==> src/sv/atmo_pkg.sv <==
// atmo_pkg: shared types and constants of the trimmed-mean overcurrent filter
// no dependencies; imported by every module of the block
package atmo_pkg;

	localparam int SAMPLE_W = 12;
	localparam int SUM_W    = 18;
	localparam int IDX_W    = 6;
	localparam int CUR_W    = 13;
	localparam int CNT_W    = 16;
	localparam int CFG_IDX_W = 2;
	localparam int CFG_DATA_W = 16;

	typedef logic [SAMPLE_W-1:0] sample_t;
	typedef logic [SUM_W-1:0] sum_t;
	typedef logic [IDX_W-1:0] idx_t;
	typedef logic signed [CUR_W-1:0] cur_t;
	typedef logic [CNT_W-1:0] cnt_t;

	typedef enum logic [CFG_IDX_W-1:0] {
		CFG_OFFSET_A    = 2'd0,
		CFG_OFFSET_B    = 2'd1,
		CFG_LIMIT       = 2'd2,
		CFG_TRIP_PERIOD = 2'd3
	} cfg_idx_t;

	localparam sample_t RST_OFFSET      = 12'd2048;
	localparam sample_t RST_LIMIT       = 12'd413;
	localparam cnt_t    RST_TRIP_PERIOD = 16'd20000;

	// running statistics of one phase over a window
	typedef struct packed {
		sum_t    sum;
		sample_t smax;
		sample_t smin;
	} chan_t;

	typedef struct packed {
		chan_t [1:0] ch;
		logic        drive;
	} win_t;

	typedef struct packed {
		sample_t [1:0] mean;
		logic          drive;
	} mean_t;

	typedef struct packed {
		sample_t offset_a;
		sample_t offset_b;
		sample_t limit;
		cnt_t    trip_period;
	} cfg_t;

endpackage

==> src/sv/atmo_window.sv <==
// atmo_window: per-window running sum, max and min of both phases
// depends on atmo_pkg; feeds the closed window to atmo_divide
module atmo_window import atmo_pkg::*; #(
	parameter int WINDOW = 8
) (
	input  logic    clk,
	input  logic    arst_n,
	input  logic    accept,
	input  sample_t sample_a,
	input  sample_t sample_b,
	input  logic    drive_enabled,
	input  logic    win_take,
	output logic    win_last,
	output logic    win_valid,
	output win_t    win_s1
);

	localparam idx_t LAST_IDX  = IDX_W'(WINDOW - 1);
	localparam idx_t FIRST_IDX = IDX_W'(1);
	localparam idx_t SKIP_IDX  = IDX_W'(0);

	idx_t    idx_q;
	sum_t    sum_q [2];
	sample_t max_q [2];
	sample_t min_q [2];
	sample_t smp [2];
	chan_t   acc_d [2];

	assign win_last = (idx_q == LAST_IDX);

	always_comb begin
		smp[0] = sample_a;
		smp[1] = sample_b;
		for (int ch = 0; ch < 2; ch++) begin
			if (idx_q == FIRST_IDX) begin
				acc_d[ch].sum  = sum_t'(smp[ch]);
				acc_d[ch].smax = smp[ch];
				acc_d[ch].smin = smp[ch];
			end else begin
				acc_d[ch].sum  = sum_q[ch] + sum_t'(smp[ch]);
				acc_d[ch].smax = (smp[ch] > max_q[ch]) ? smp[ch] : max_q[ch];
				acc_d[ch].smin = (smp[ch] < min_q[ch]) ? smp[ch] : min_q[ch];
			end
		end
	end

	always_ff @(posedge clk or negedge arst_n) begin
		if (!arst_n) begin
			idx_q     <= '0;
			sum_q[0]  <= '0;
			sum_q[1]  <= '0;
			win_valid <= 1'b0;
		end else begin
			if (accept) begin
				idx_q <= win_last ? '0 : idx_q + IDX_W'(1);
				// first request of a window is thrown away
				if (idx_q != SKIP_IDX) begin
					sum_q[0] <= acc_d[0].sum;
					sum_q[1] <= acc_d[1].sum;
				end
			end
			win_valid <= (win_valid && !win_take) || (accept && win_last);
		end
	end

	always_ff @(posedge clk) begin
		if (accept && idx_q != SKIP_IDX) begin
			for (int ch = 0; ch < 2; ch++) begin
				max_q[ch] <= acc_d[ch].smax;
				min_q[ch] <= acc_d[ch].smin;
			end
		end
		if (accept && win_last) begin
			win_s1.ch[0] <= acc_d[0];
			win_s1.ch[1] <= acc_d[1];
			win_s1.drive <= drive_enabled;
		end
	end

endmodule

==> src/sv/atmo_divide.sv <==
// atmo_divide: trimmed sum and division by the constant WINDOW-3
// depends on atmo_pkg; sits between atmo_window and atmo_trip
module atmo_divide import atmo_pkg::*; #(
	parameter int WINDOW = 8
) (
	input  logic  clk,
	input  logic  arst_n,
	input  logic  win_valid,
	input  win_t  win_s1,
	output logic  win_take,
	input  logic  mean_take,
	output logic  mean_valid,
	output mean_t mean_s2
);

	// exact reciprocal: floor(t*m >> sh) == t / DIV for every t below 2^SUM_W
	localparam int    DIV     = WINDOW - 3;
	localparam int    DIV_SH  = SUM_W + $clog2(DIV);
	localparam longint RECIP  = ((64'd1 << DIV_SH) + DIV - 1) / DIV;
	localparam int    RECIP_W = SUM_W + 2;
	localparam int    PROD_W  = SUM_W + RECIP_W;
	localparam logic [RECIP_W-1:0] RECIP_C = RECIP_W'(RECIP);

	sum_t              trim [2];
	logic [PROD_W-1:0] prod [2];
	sample_t           quot [2];

	assign win_take = win_valid && (!mean_valid || mean_take);

	always_comb begin
		for (int ch = 0; ch < 2; ch++) begin
			trim[ch] = win_s1.ch[ch].sum - sum_t'(win_s1.ch[ch].smax)
				- sum_t'(win_s1.ch[ch].smin);
			prod[ch] = PROD_W'(trim[ch]) * PROD_W'(RECIP_C);
			quot[ch] = prod[ch][DIV_SH +: SAMPLE_W];
		end
	end

	always_ff @(posedge clk or negedge arst_n) begin
		if (!arst_n) begin
			mean_valid <= 1'b0;
		end else begin
			mean_valid <= (mean_valid && !mean_take) || win_take;
		end
	end

	always_ff @(posedge clk) begin
		if (win_take) begin
			mean_s2.mean[0] <= quot[0];
			mean_s2.mean[1] <= quot[1];
			mean_s2.drive   <= win_s1.drive;
		end
	end

endmodule

==> src/sv/atmo_trip.sv <==
// atmo_trip: offset removal, limit compare, overcurrent counter and result register
// depends on atmo_pkg; fed by atmo_divide
module atmo_trip import atmo_pkg::*; (
	input  logic    clk,
	input  logic    arst_n,
	input  cfg_t    cfg,
	input  logic    mean_valid,
	input  mean_t   mean_s2,
	output logic    mean_take,
	output logic    result_valid,
	input  logic    result_stall,
	output sample_t mean_a,
	output sample_t mean_b,
	output cur_t    current_a,
	output cur_t    current_b,
	output logic    over_limit,
	output logic    trip
);

	cnt_t    count_q;
	cnt_t    count_inc;
	cnt_t    count_d;
	cur_t    cur [2];
	cur_t    mag [2];
	sample_t offs [2];
	logic    over;
	logic    trip_d;

	sample_t mean_a_s3;
	sample_t mean_b_s3;
	cur_t    current_a_s3;
	cur_t    current_b_s3;
	logic    over_s3;
	logic    trip_s3;

	assign mean_take = mean_valid && (!result_valid || !result_stall);

	always_comb begin
		offs[0] = cfg.offset_a;
		offs[1] = cfg.offset_b;
		for (int ch = 0; ch < 2; ch++) begin
			cur[ch] = cur_t'({1'b0, mean_s2.mean[ch]}) - cur_t'({1'b0, offs[ch]});
			mag[ch] = cur[ch][CUR_W-1] ? -cur[ch] : cur[ch];
		end
		over = (mag[0] > cur_t'({1'b0, cfg.limit})) || (mag[1] > cur_t'({1'b0, cfg.limit}));

		count_inc = count_q + CNT_W'(1);
		count_d   = '0;
		trip_d    = 1'b0;
		if (over) begin
			count_d = count_inc;
			if (mean_s2.drive) begin
				// trip at half the period while driving
				if (count_inc == (cfg.trip_period >> 1)) begin
					count_d = '0;
					trip_d  = 1'b1;
				end
			end else if (count_inc == cfg.trip_period) begin
				count_d = '0;
			end
		end
	end

	always_ff @(posedge clk or negedge arst_n) begin
		if (!arst_n) begin
			count_q      <= '0;
			result_valid <= 1'b0;
		end else begin
			if (mean_take) begin
				count_q <= count_d;
			end
			result_valid <= (result_valid && result_stall) || mean_take;
		end
	end

	always_ff @(posedge clk) begin
		if (mean_take) begin
			mean_a_s3    <= mean_s2.mean[0];
			mean_b_s3    <= mean_s2.mean[1];
			current_a_s3 <= cur[0];
			current_b_s3 <= cur[1];
			over_s3      <= over;
			trip_s3      <= trip_d;
		end
	end

	assign mean_a     = mean_a_s3;
	assign mean_b     = mean_b_s3;
	assign current_a  = current_a_s3;
	assign current_b  = current_b_s3;
	assign over_limit = over_s3;
	assign trip       = trip_s3;

endmodule

==> src/sv/adc_trimmed_mean_overcurrent.sv <==
// adc_trimmed_mean_overcurrent: one request per cycle unless sample_stall holds it; one result per WINDOW requests
// the window's last request passes the window, divide and trip registers in turn on its way to result_valid
// throughput: a request every cycle; the window's last request waits only when the
// three-deep result pipeline is full behind a stalled result
// reset: window index, sums, counter and pipeline valids clear; config registers take defaults
// depends on atmo_pkg, atmo_window, atmo_divide, atmo_trip
module adc_trimmed_mean_overcurrent import atmo_pkg::*; #(
	parameter int WINDOW = 8
) (
	input  logic                  clk,
	input  logic                  arst_n,
	input  logic                  sample_valid,
	output logic                  sample_stall,
	input  sample_t               sample_a,
	input  sample_t               sample_b,
	input  logic                  drive_enabled,
	output logic                  result_valid,
	input  logic                  result_stall,
	output sample_t               mean_a,
	output sample_t               mean_b,
	output cur_t                  current_a,
	output cur_t                  current_b,
	output logic                  over_limit,
	output logic                  trip,
	input  logic                  cfg_valid,
	output logic                  cfg_ready,
	input  logic [CFG_IDX_W-1:0]  cfg_index,
	input  logic [CFG_DATA_W-1:0] cfg_data
);

	cfg_t  cfg_q;
	logic  accept;
	logic  win_last;
	logic  win_valid;
	logic  win_take;
	win_t  win_s1;
	logic  mean_valid;
	logic  mean_take;
	mean_t mean_s2;

	assign cfg_ready = 1'b1;

	always_ff @(posedge clk or negedge arst_n) begin
		if (!arst_n) begin
			cfg_q.offset_a    <= RST_OFFSET;
			cfg_q.offset_b    <= RST_OFFSET;
			cfg_q.limit       <= RST_LIMIT;
			cfg_q.trip_period <= RST_TRIP_PERIOD;
		end else if (cfg_valid && cfg_ready) begin
			unique case (cfg_idx_t'(cfg_index))
				CFG_OFFSET_A:    cfg_q.offset_a    <= cfg_data[SAMPLE_W-1:0];
				CFG_OFFSET_B:    cfg_q.offset_b    <= cfg_data[SAMPLE_W-1:0];
				CFG_LIMIT:       cfg_q.limit       <= cfg_data[SAMPLE_W-1:0];
				CFG_TRIP_PERIOD: cfg_q.trip_period <= cfg_data[CNT_W-1:0];
			endcase
		end
	end

	// only the closing request needs room in the pipeline
	assign sample_stall = win_last && win_valid && !win_take;
	assign accept       = sample_valid && !sample_stall;

	atmo_window #(.WINDOW(WINDOW)) u_window (
		.clk           (clk),
		.arst_n        (arst_n),
		.accept        (accept),
		.sample_a      (sample_a),
		.sample_b      (sample_b),
		.drive_enabled (drive_enabled),
		.win_take      (win_take),
		.win_last      (win_last),
		.win_valid     (win_valid),
		.win_s1        (win_s1)
	);

	atmo_divide #(.WINDOW(WINDOW)) u_divide (
		.clk        (clk),
		.arst_n     (arst_n),
		.win_valid  (win_valid),
		.win_s1     (win_s1),
		.win_take   (win_take),
		.mean_take  (mean_take),
		.mean_valid (mean_valid),
		.mean_s2    (mean_s2)
	);

	atmo_trip u_trip (
		.clk          (clk),
		.arst_n       (arst_n),
		.cfg          (cfg_q),
		.mean_valid   (mean_valid),
		.mean_s2      (mean_s2),
		.mean_take    (mean_take),
		.result_valid (result_valid),
		.result_stall (result_stall),
		.mean_a       (mean_a),
		.mean_b       (mean_b),
		.current_a    (current_a),
		.current_b    (current_b),
		.over_limit   (over_limit),
		.trip         (trip)
	);

	a_stall_only_last: assert property (@(posedge clk) disable iff (!arst_n)
		sample_stall |-> win_last)
		else $error("request stalled outside the window's last slot");

	a_close_loads: assert property (@(posedge clk) disable iff (!arst_n)
		accept && win_last |=> win_valid)
		else $error("closed window not captured");

	a_take_valid: assert property (@(posedge clk) disable iff (!arst_n)
		win_take |-> win_valid)
		else $error("divide stage took an empty window");

	a_trip_over: assert property (@(posedge clk) disable iff (!arst_n)
		result_valid && trip |-> over_limit)
		else $error("trip without overcurrent");

endmodule
==> config.mk <==
export PLATFORM = sky130hd
export DESIGN_NAME = adc_trimmed_mean_overcurrent
export DESIGN_NICKNAME = d
export VERILOG_FILES = /design/src/sv/atmo_pkg.sv /design/src/sv/atmo_window.sv /design/src/sv/atmo_divide.sv /design/src/sv/atmo_trip.sv /design/src/sv/adc_trimmed_mean_overcurrent.sv
export SDC_FILE = /design/constraint.sdc
export NUM_CORES = 1
export LEC_CHECK = 0
export ABC_CLOCK_PERIOD_IN_PS = 8500
export BUFFER_PORTS_ARGS = -buffer_cell sky130_fd_sc_hd__clkbuf_2
export CORE_MARGIN = 3
export CORE_UTILIZATION = 45
export CTS_BUF_LIST = sky130_fd_sc_hd__clkbuf_4
export DETAILED_ROUTE_END_ITERATION = 10
export PLACE_DENSITY_LB_ADDON = 0.05
export SYNTH_ARGS = -nofsm -noshare
export SYNTH_HDL_FRONTEND = slang
export SYNTH_HIERARCHICAL = 1
export SYNTH_SLANG_ARGS = --single-unit
==> constraint.sdc <==
create_clock -name clk -period 8.5 [get_ports clk]
set_input_delay 0.425 -clock clk [delete_from_list [all_inputs] [get_ports clk]]
set_output_delay 0.425 -clock clk [all_outputs]
set_load 0.005 [all_outputs]
# Yosys cells after proc, flatten, opt, wreduce, memory -nomap -nowiden
# Memories as Yosys holds them, arrays and structs flattened.
# Cells that the tools add are included.
[word_totals]
ff_bits = 275
ram_bits = 48
input_bits = 48
output_inout_bits = 55
word_cells = 102
n_memories = 2
[mem_list]
columns = ["memory", "depth", "word_bits", "rd", "rd_clocked_by_memory_dff", "wr", "line_no", "source"]
rows = [
  ["u_window.max_q", 2, 12, 2, 0, 2, "atmo_window.sv:24", "sample_t max_q [2];"],
  ["u_window.min_q", 2, 12, 2, 0, 2, "atmo_window.sv:25", "sample_t min_q [2];"],
]
[op_classes]
add_sub_neg = 12
mul = 2
magnitude_cmp = 6
eq_ne = 7
muxes = 16
reduce_logical = 30
[op_table]
columns = ["op", "count"]
rows = [
  ["$mux 42", 2],
  ["$sub 18x12->18", 4],
  ["$mul 18x19->33 const B", 2],
  ["$mux 16", 4],
  ["$mux 12", 4],
  ["$add 18x12->18", 2],
  ["$gt 13x13->1", 2],
  ["$mux 13", 2],
  ["$neg 13->13", 2],
  ["$sub 12x12->13", 2],
  ["$gt 12x12->1", 2],
  ["$lt 12x12->1", 2],
  ["$add 16x1->16 const B", 1],
  ["$eq 16x15->1", 1],
  ["$eq 16x16->1", 1],
  ["$reduce_and 2->1", 6],
  ["$logic_and 1x1->1", 10],
  ["$add 6x1->6 const B", 1],
  ["$eq 6x1->1 const B", 1],
  ["$eq 6x3->1 const B", 1],
  ["$logic_not 1->1", 6],
  ["$logic_or 1x1->1", 6],
  ["$mux 6", 1],
  ["$reduce_bool 6->1", 1],
  ["4 further kinds", 7],
]

# Depth between registers and ports, before layout
[logic_depth]
ltp_word = 12
mapped_depth = 34
mapped_depth_nobuf = 34

# Modules after synthesis
# The synthesis kept the hierarchy.
[modules_own_cells]
columns = ["mod", "n_inst", "cells_each", "area_per_inst_um2", "seq_area_each_um2"]
rows = [
  ["atmo_divide", 1, 1214, 11917.7, 775.7],
  ["atmo_window", 1, 754, 9158.8, 5069.9],
  ["atmo_trip", 1, 677, 6088.3, 1986.9],
  ["adc_trimmed_mean_overcurrent", 1, 117, 1991.9, 1317.5],
]

# Least setup slack after synthesis
# OpenSTA, ideal clock, no wires.
[synth_timing]
kind = "flip-flop to flip-flop"
from = "reg u_window/win_s1[43] (netlist name)"
to = "reg u_divide/mean_s2[24] (netlist name)"
setup_ns = 0.263
arrival_ns = 7.561
required_ns = 8.237
setup_slack_ns = 0.676
stages_incl_launch_ff = 33
path_buffers = 0
synth_period_minus_slack_ns = 7.824
path_cell_list = "edfxtp_1 inv_1 fa_1 ha_1 a21o_1 a21oi_2 nand2b_1 a21boi_2 o311a_1 o311a_1 o21ai_2 and2b_1 xor2_1 ha_1 inv_1 fa_1 inv_1 fa_1 inv_1 fa_1 fa_1 fa_1 inv_1 ha_1 nand3_1 nor2_1 a311oi_1 o21a_1 o31ai_2 o41ai_2 o21ai_1 o41ai_2 xnor2_1"

==> results.cfg <==
[clock_tree]
tritoncts_clock_tree = built
cts_max_level = 3
numCtsBuffers = 93
root_buffer = sky130_fd_sc_hd__clkbuf_4
worst_skew_late_latency_ns = 0.82
clkSlewWorstSetupHoldPaths_ns = 0.06
clock_tree.buffer_depth = 3
clkSinkCount = 323

[floorplan]
die_width_um = 261
die-height_um = 261
fp-row-count = 92
fp.dieArea_mm2 = 0.0679
floorplan.initialDensity = 0.459
floorplan.core_area_mm2 = 0.0635
num_io_pins = 103

[timing]
max_freq_ghz = 0.119
rsz0062_at_grt = yes
finalSetupViolations = 0
hold_violations = 0
final-max-slew-violation-count = 0
timing.hold.ws_ns = 0.130
layout_worst_path_cycle_share = 0.987
timing_worst_slew_pin_value_ns = 1.21
worst_clk_skew_ns = 0.0838
finalCriticalPeriod_ns = 8.39
relSlewSlack = 0.192

[final_layout]
design.final.nets = 3626
drive_gt1_frac = 0.162
area_growth_pct = 12.0

[routing]
detail_route.wirelength_um = 68700
first_pass_iters = 5
viasPerCell = 5.23
antenna_violating_nets_post_route = 0
drt-initial-drc-count = 920
post-route-drc-count = 0
vias = 20400
wl_per_cell_um = 17.6

[setup_path]
critical_path_arrival_ns = 8.87
timing.setup.critical_path_class = reg -> reg
critPathSlowestCell = sky130_fd_sc_hd__fa_1
worstSetupStartpointType = flip-flop
timing.critical_path.mode_cell = sky130_fd_sc_hd__fa_1
critPathMaxStageDelay_ns = 0.55
worstSetupEndpointType = flip-flop
timing.critical_path.fanout_max = 4
timing.critical_path.required_ns = 8.99

[placement]
gp_congestion = 0.910
port_buffer_count = 101
dp_hpwl_um = 53700

[logic_synthesis]
share_of_synthesized_area_occupied_by_flip_flops_and_latches = 0.314
ys.warnings.count = 6
synthesis.area_per_instance_um2 = 10.6
post_synthesis_instance_total = 2762
async_reset_ff_frac = 0.350
synthDominantCellAreaShare = 0.216
syn-cell-area_mm2 = 0.0292
yosysTopAreaCell = sky130_fd_sc_hd__edfxtp_1
synthFlopType = sky130_fd_sc_hd__edfxtp_1
biggest_area_contributors_in_the_synthesized_netlist = sky130_fd_sc_hd__edfxtp_1 (22%), sky130_fd_sc_hd__ha_1 (16%), sky130_fd_sc_hd__fa_1 (16%)
syn-num-nets = 3410
synthDistinctLibCells = 108
synth_edf_count = 210
flip_flop_and_latch_count_after_synthesis = 323

[grt]
largest_net_degree_at_the_start_of_global_routing = 71
grt_first_pass_wirelength_um = 111000
globalRoute.totalOverflow = 0
antenna_found_initial = 4
grt.total_usage = 0.206
vias_in_the_first_global_route = 21300

[run_status]
outcome = finished, final reports clean

[run]
cap_viol_max_count = 0

[min_path]
worstHoldPathType = in -> reg
## final cells by class
type	instances	area [µm²]
well taps	846	1060
clock buffers	143	1070
repair buffers	171	1130
flip-flops and latches	323	9150
multi-input cells	1877	18100
diodes	4	10.0
clock inverters	28	155
inverters	512	1920
fillers	5892	30900
## timing repair
action	CTS	global route
buffers inserted	0	13
endpoints found under the hold margin	200	0
setup endpoints to repair	2	14
pin swaps	0	39
hold buffers	39	0
gates resized for setup	3	59
## critical path: cells and delay by family (launching register included)
| kind | cells | cell delay [ns] |
|---|---|---|
| compound gates | 12 | 2.58 |
| fa+ha+maj | 9 | 3.88 |
| simple gates | 4 | 0.53 |
| buf+inv | 3 | 0.37 |
| xor+xnor | 2 | 0.35 |
| flops | 1 | 0.41 |
## placed cells by master, fill, tap and decap left out, types with 10 or more instances in the layout
cell type                       count
sky130_fd_sc_hd__o22ai_1           14
sky130_fd_sc_hd__o21ai_1           31
sky130_fd_sc_hd__clkbuf_2         100
sky130_fd_sc_hd__nor4_1            15
sky130_fd_sc_hd__nand3_1           53
sky130_fd_sc_hd__ha_1             366
sky130_fd_sc_hd__nor2_1            95
sky130_fd_sc_hd__clkinv_1          20
sky130_fd_sc_hd__o21ai_0           64
sky130_fd_sc_hd__nand2b_1          15
sky130_fd_sc_hd__nor3_1            40
sky130_fd_sc_hd__a21o_1            44
sky130_fd_sc_hd__a31oi_1           25
sky130_fd_sc_hd__a211oi_1          15
sky130_fd_sc_hd__dfrtp_1          100
sky130_fd_sc_hd__xnor2_1           95
sky130_fd_sc_hd__nand2_1          167
sky130_fd_sc_hd__nand4_1           26
sky130_fd_sc_hd__buf_4             32
sky130_fd_sc_hd__dfstp_2           13
sky130_fd_sc_hd__dlygate4sd3_1     39
sky130_fd_sc_hd__a21oi_1           96
sky130_fd_sc_hd__o211ai_1          17
sky130_fd_sc_hd__nor2b_1           17
sky130_fd_sc_hd__or4_1             12
sky130_fd_sc_hd__mux2_4            10
sky130_fd_sc_hd__and3_1            20
sky130_fd_sc_hd__o21a_1            14
sky130_fd_sc_hd__inv_1            505
sky130_fd_sc_hd__or3_1             14
sky130_fd_sc_hd__or2_2             20
sky130_fd_sc_hd__mux2_2            79
sky130_fd_sc_hd__clkbuf_4         143
sky130_fd_sc_hd__fa_1             219
sky130_fd_sc_hd__and2_1            16
sky130_fd_sc_hd__edfxtp_1         210
sky130_fd_sc_hd__mux2_1            23
sky130_fd_sc_hd__xor2_1            56
## logic make-up after synthesis
logic type | count (synthesis) | synth area share
AND/OR/NAND/NOR | 569 | 0.100
buffers and inverters | 562 | 0.0741
adder cells (fa/ha/maj) | 600 | 0.316
other | 1 | 0.000129
AO/OA/AOI/OAI | 429 | 0.100
multiplexers | 112 | 0.0445
flip-flops | 323 | 0.314
XOR/XNOR | 166 | 0.0509
## synth_stat cells (all sizes together), types with 45 or more instances
library cell and n:
nand3 57, inv 511, nor2 97, dfrtp 100, nand2 169, fa 228, edfxtp 210, xnor2 104
o21ai 100, a21o 45, ha 372, a21oi 102, xor2 60, mux2 112
## per-stage QoR
step / setup TNS, ns / setup WS [ns] / instances / util / instance area [µm²]
after global routing: -0.305 / -0.201 / 3903 / 0.514 / 32600
after detailed placement: -0.0240 / -0.0240 / 3677 / 0.482 / 30600
final: 0 / 0.113 / 3904 / 0.514 / 32600
after CTS: 0 / 0.00965 / 3887 / 0.508 / 32300
after global placement: 0 / 0.204 / 3677 / 0.482 / 30600
after floorplan: 0 / 0.676 / 2762 / - / 29200
## sequential cells by signal (all words and copies together) (netlist names), 6 cells and up
| signal | count |
|---|---|
| u_window/win_s1 | 85 |
| cfg_q | 52 |
| u_window/sum_q | 36 |
| u_divide/mean_s2 | 25 |
| u_window/max_q | 24 |
| u_window/min_q | 24 |
| u_trip/count_q | 16 |
| u_trip/current_a | 13 |
| u_trip/current_b | 13 |
| u_trip/mean_a | 12 |
| u_trip/mean_b | 12 |
| u_window/idx_q | 6 |
## path summary, 6_finish.rpt
| kind | start | end | slack (ns) | cells after the start |
|---|---|---|---|---|
| setup / recovery | u_window/win_s1[67] | u_divide/mean_s2[24] | 0.11 | 30 |
| hold / removal | sample_b[1] | u_window/win_s1[68] | 0.13 | 3 |
| min in group asynchronous | arst_n | cfg_q[17] | 0.27 | 2 |
| hold reg to reg | u_divide/mean_s2[24] | u_trip/mean_b[11] | 0.46 | 0 |
| setup reg to reg | u_window/win_s1[67] | u_divide/mean_s2[24] | 0.11 | 30 |
| max in group asynchronous | arst_n | u_window/sum_q[1] | 6.91 | 3 |
## layer usage
metal,wire length [µm],global-route usage
met5,0,0
met4,1840,0.0666
met3,2860,0.0300
met2,32200,0.340
met1,31800,0.279
Power is not shown: default switching activity piles up to over one toggle a cycle in this logic, so the estimate is an artifact.
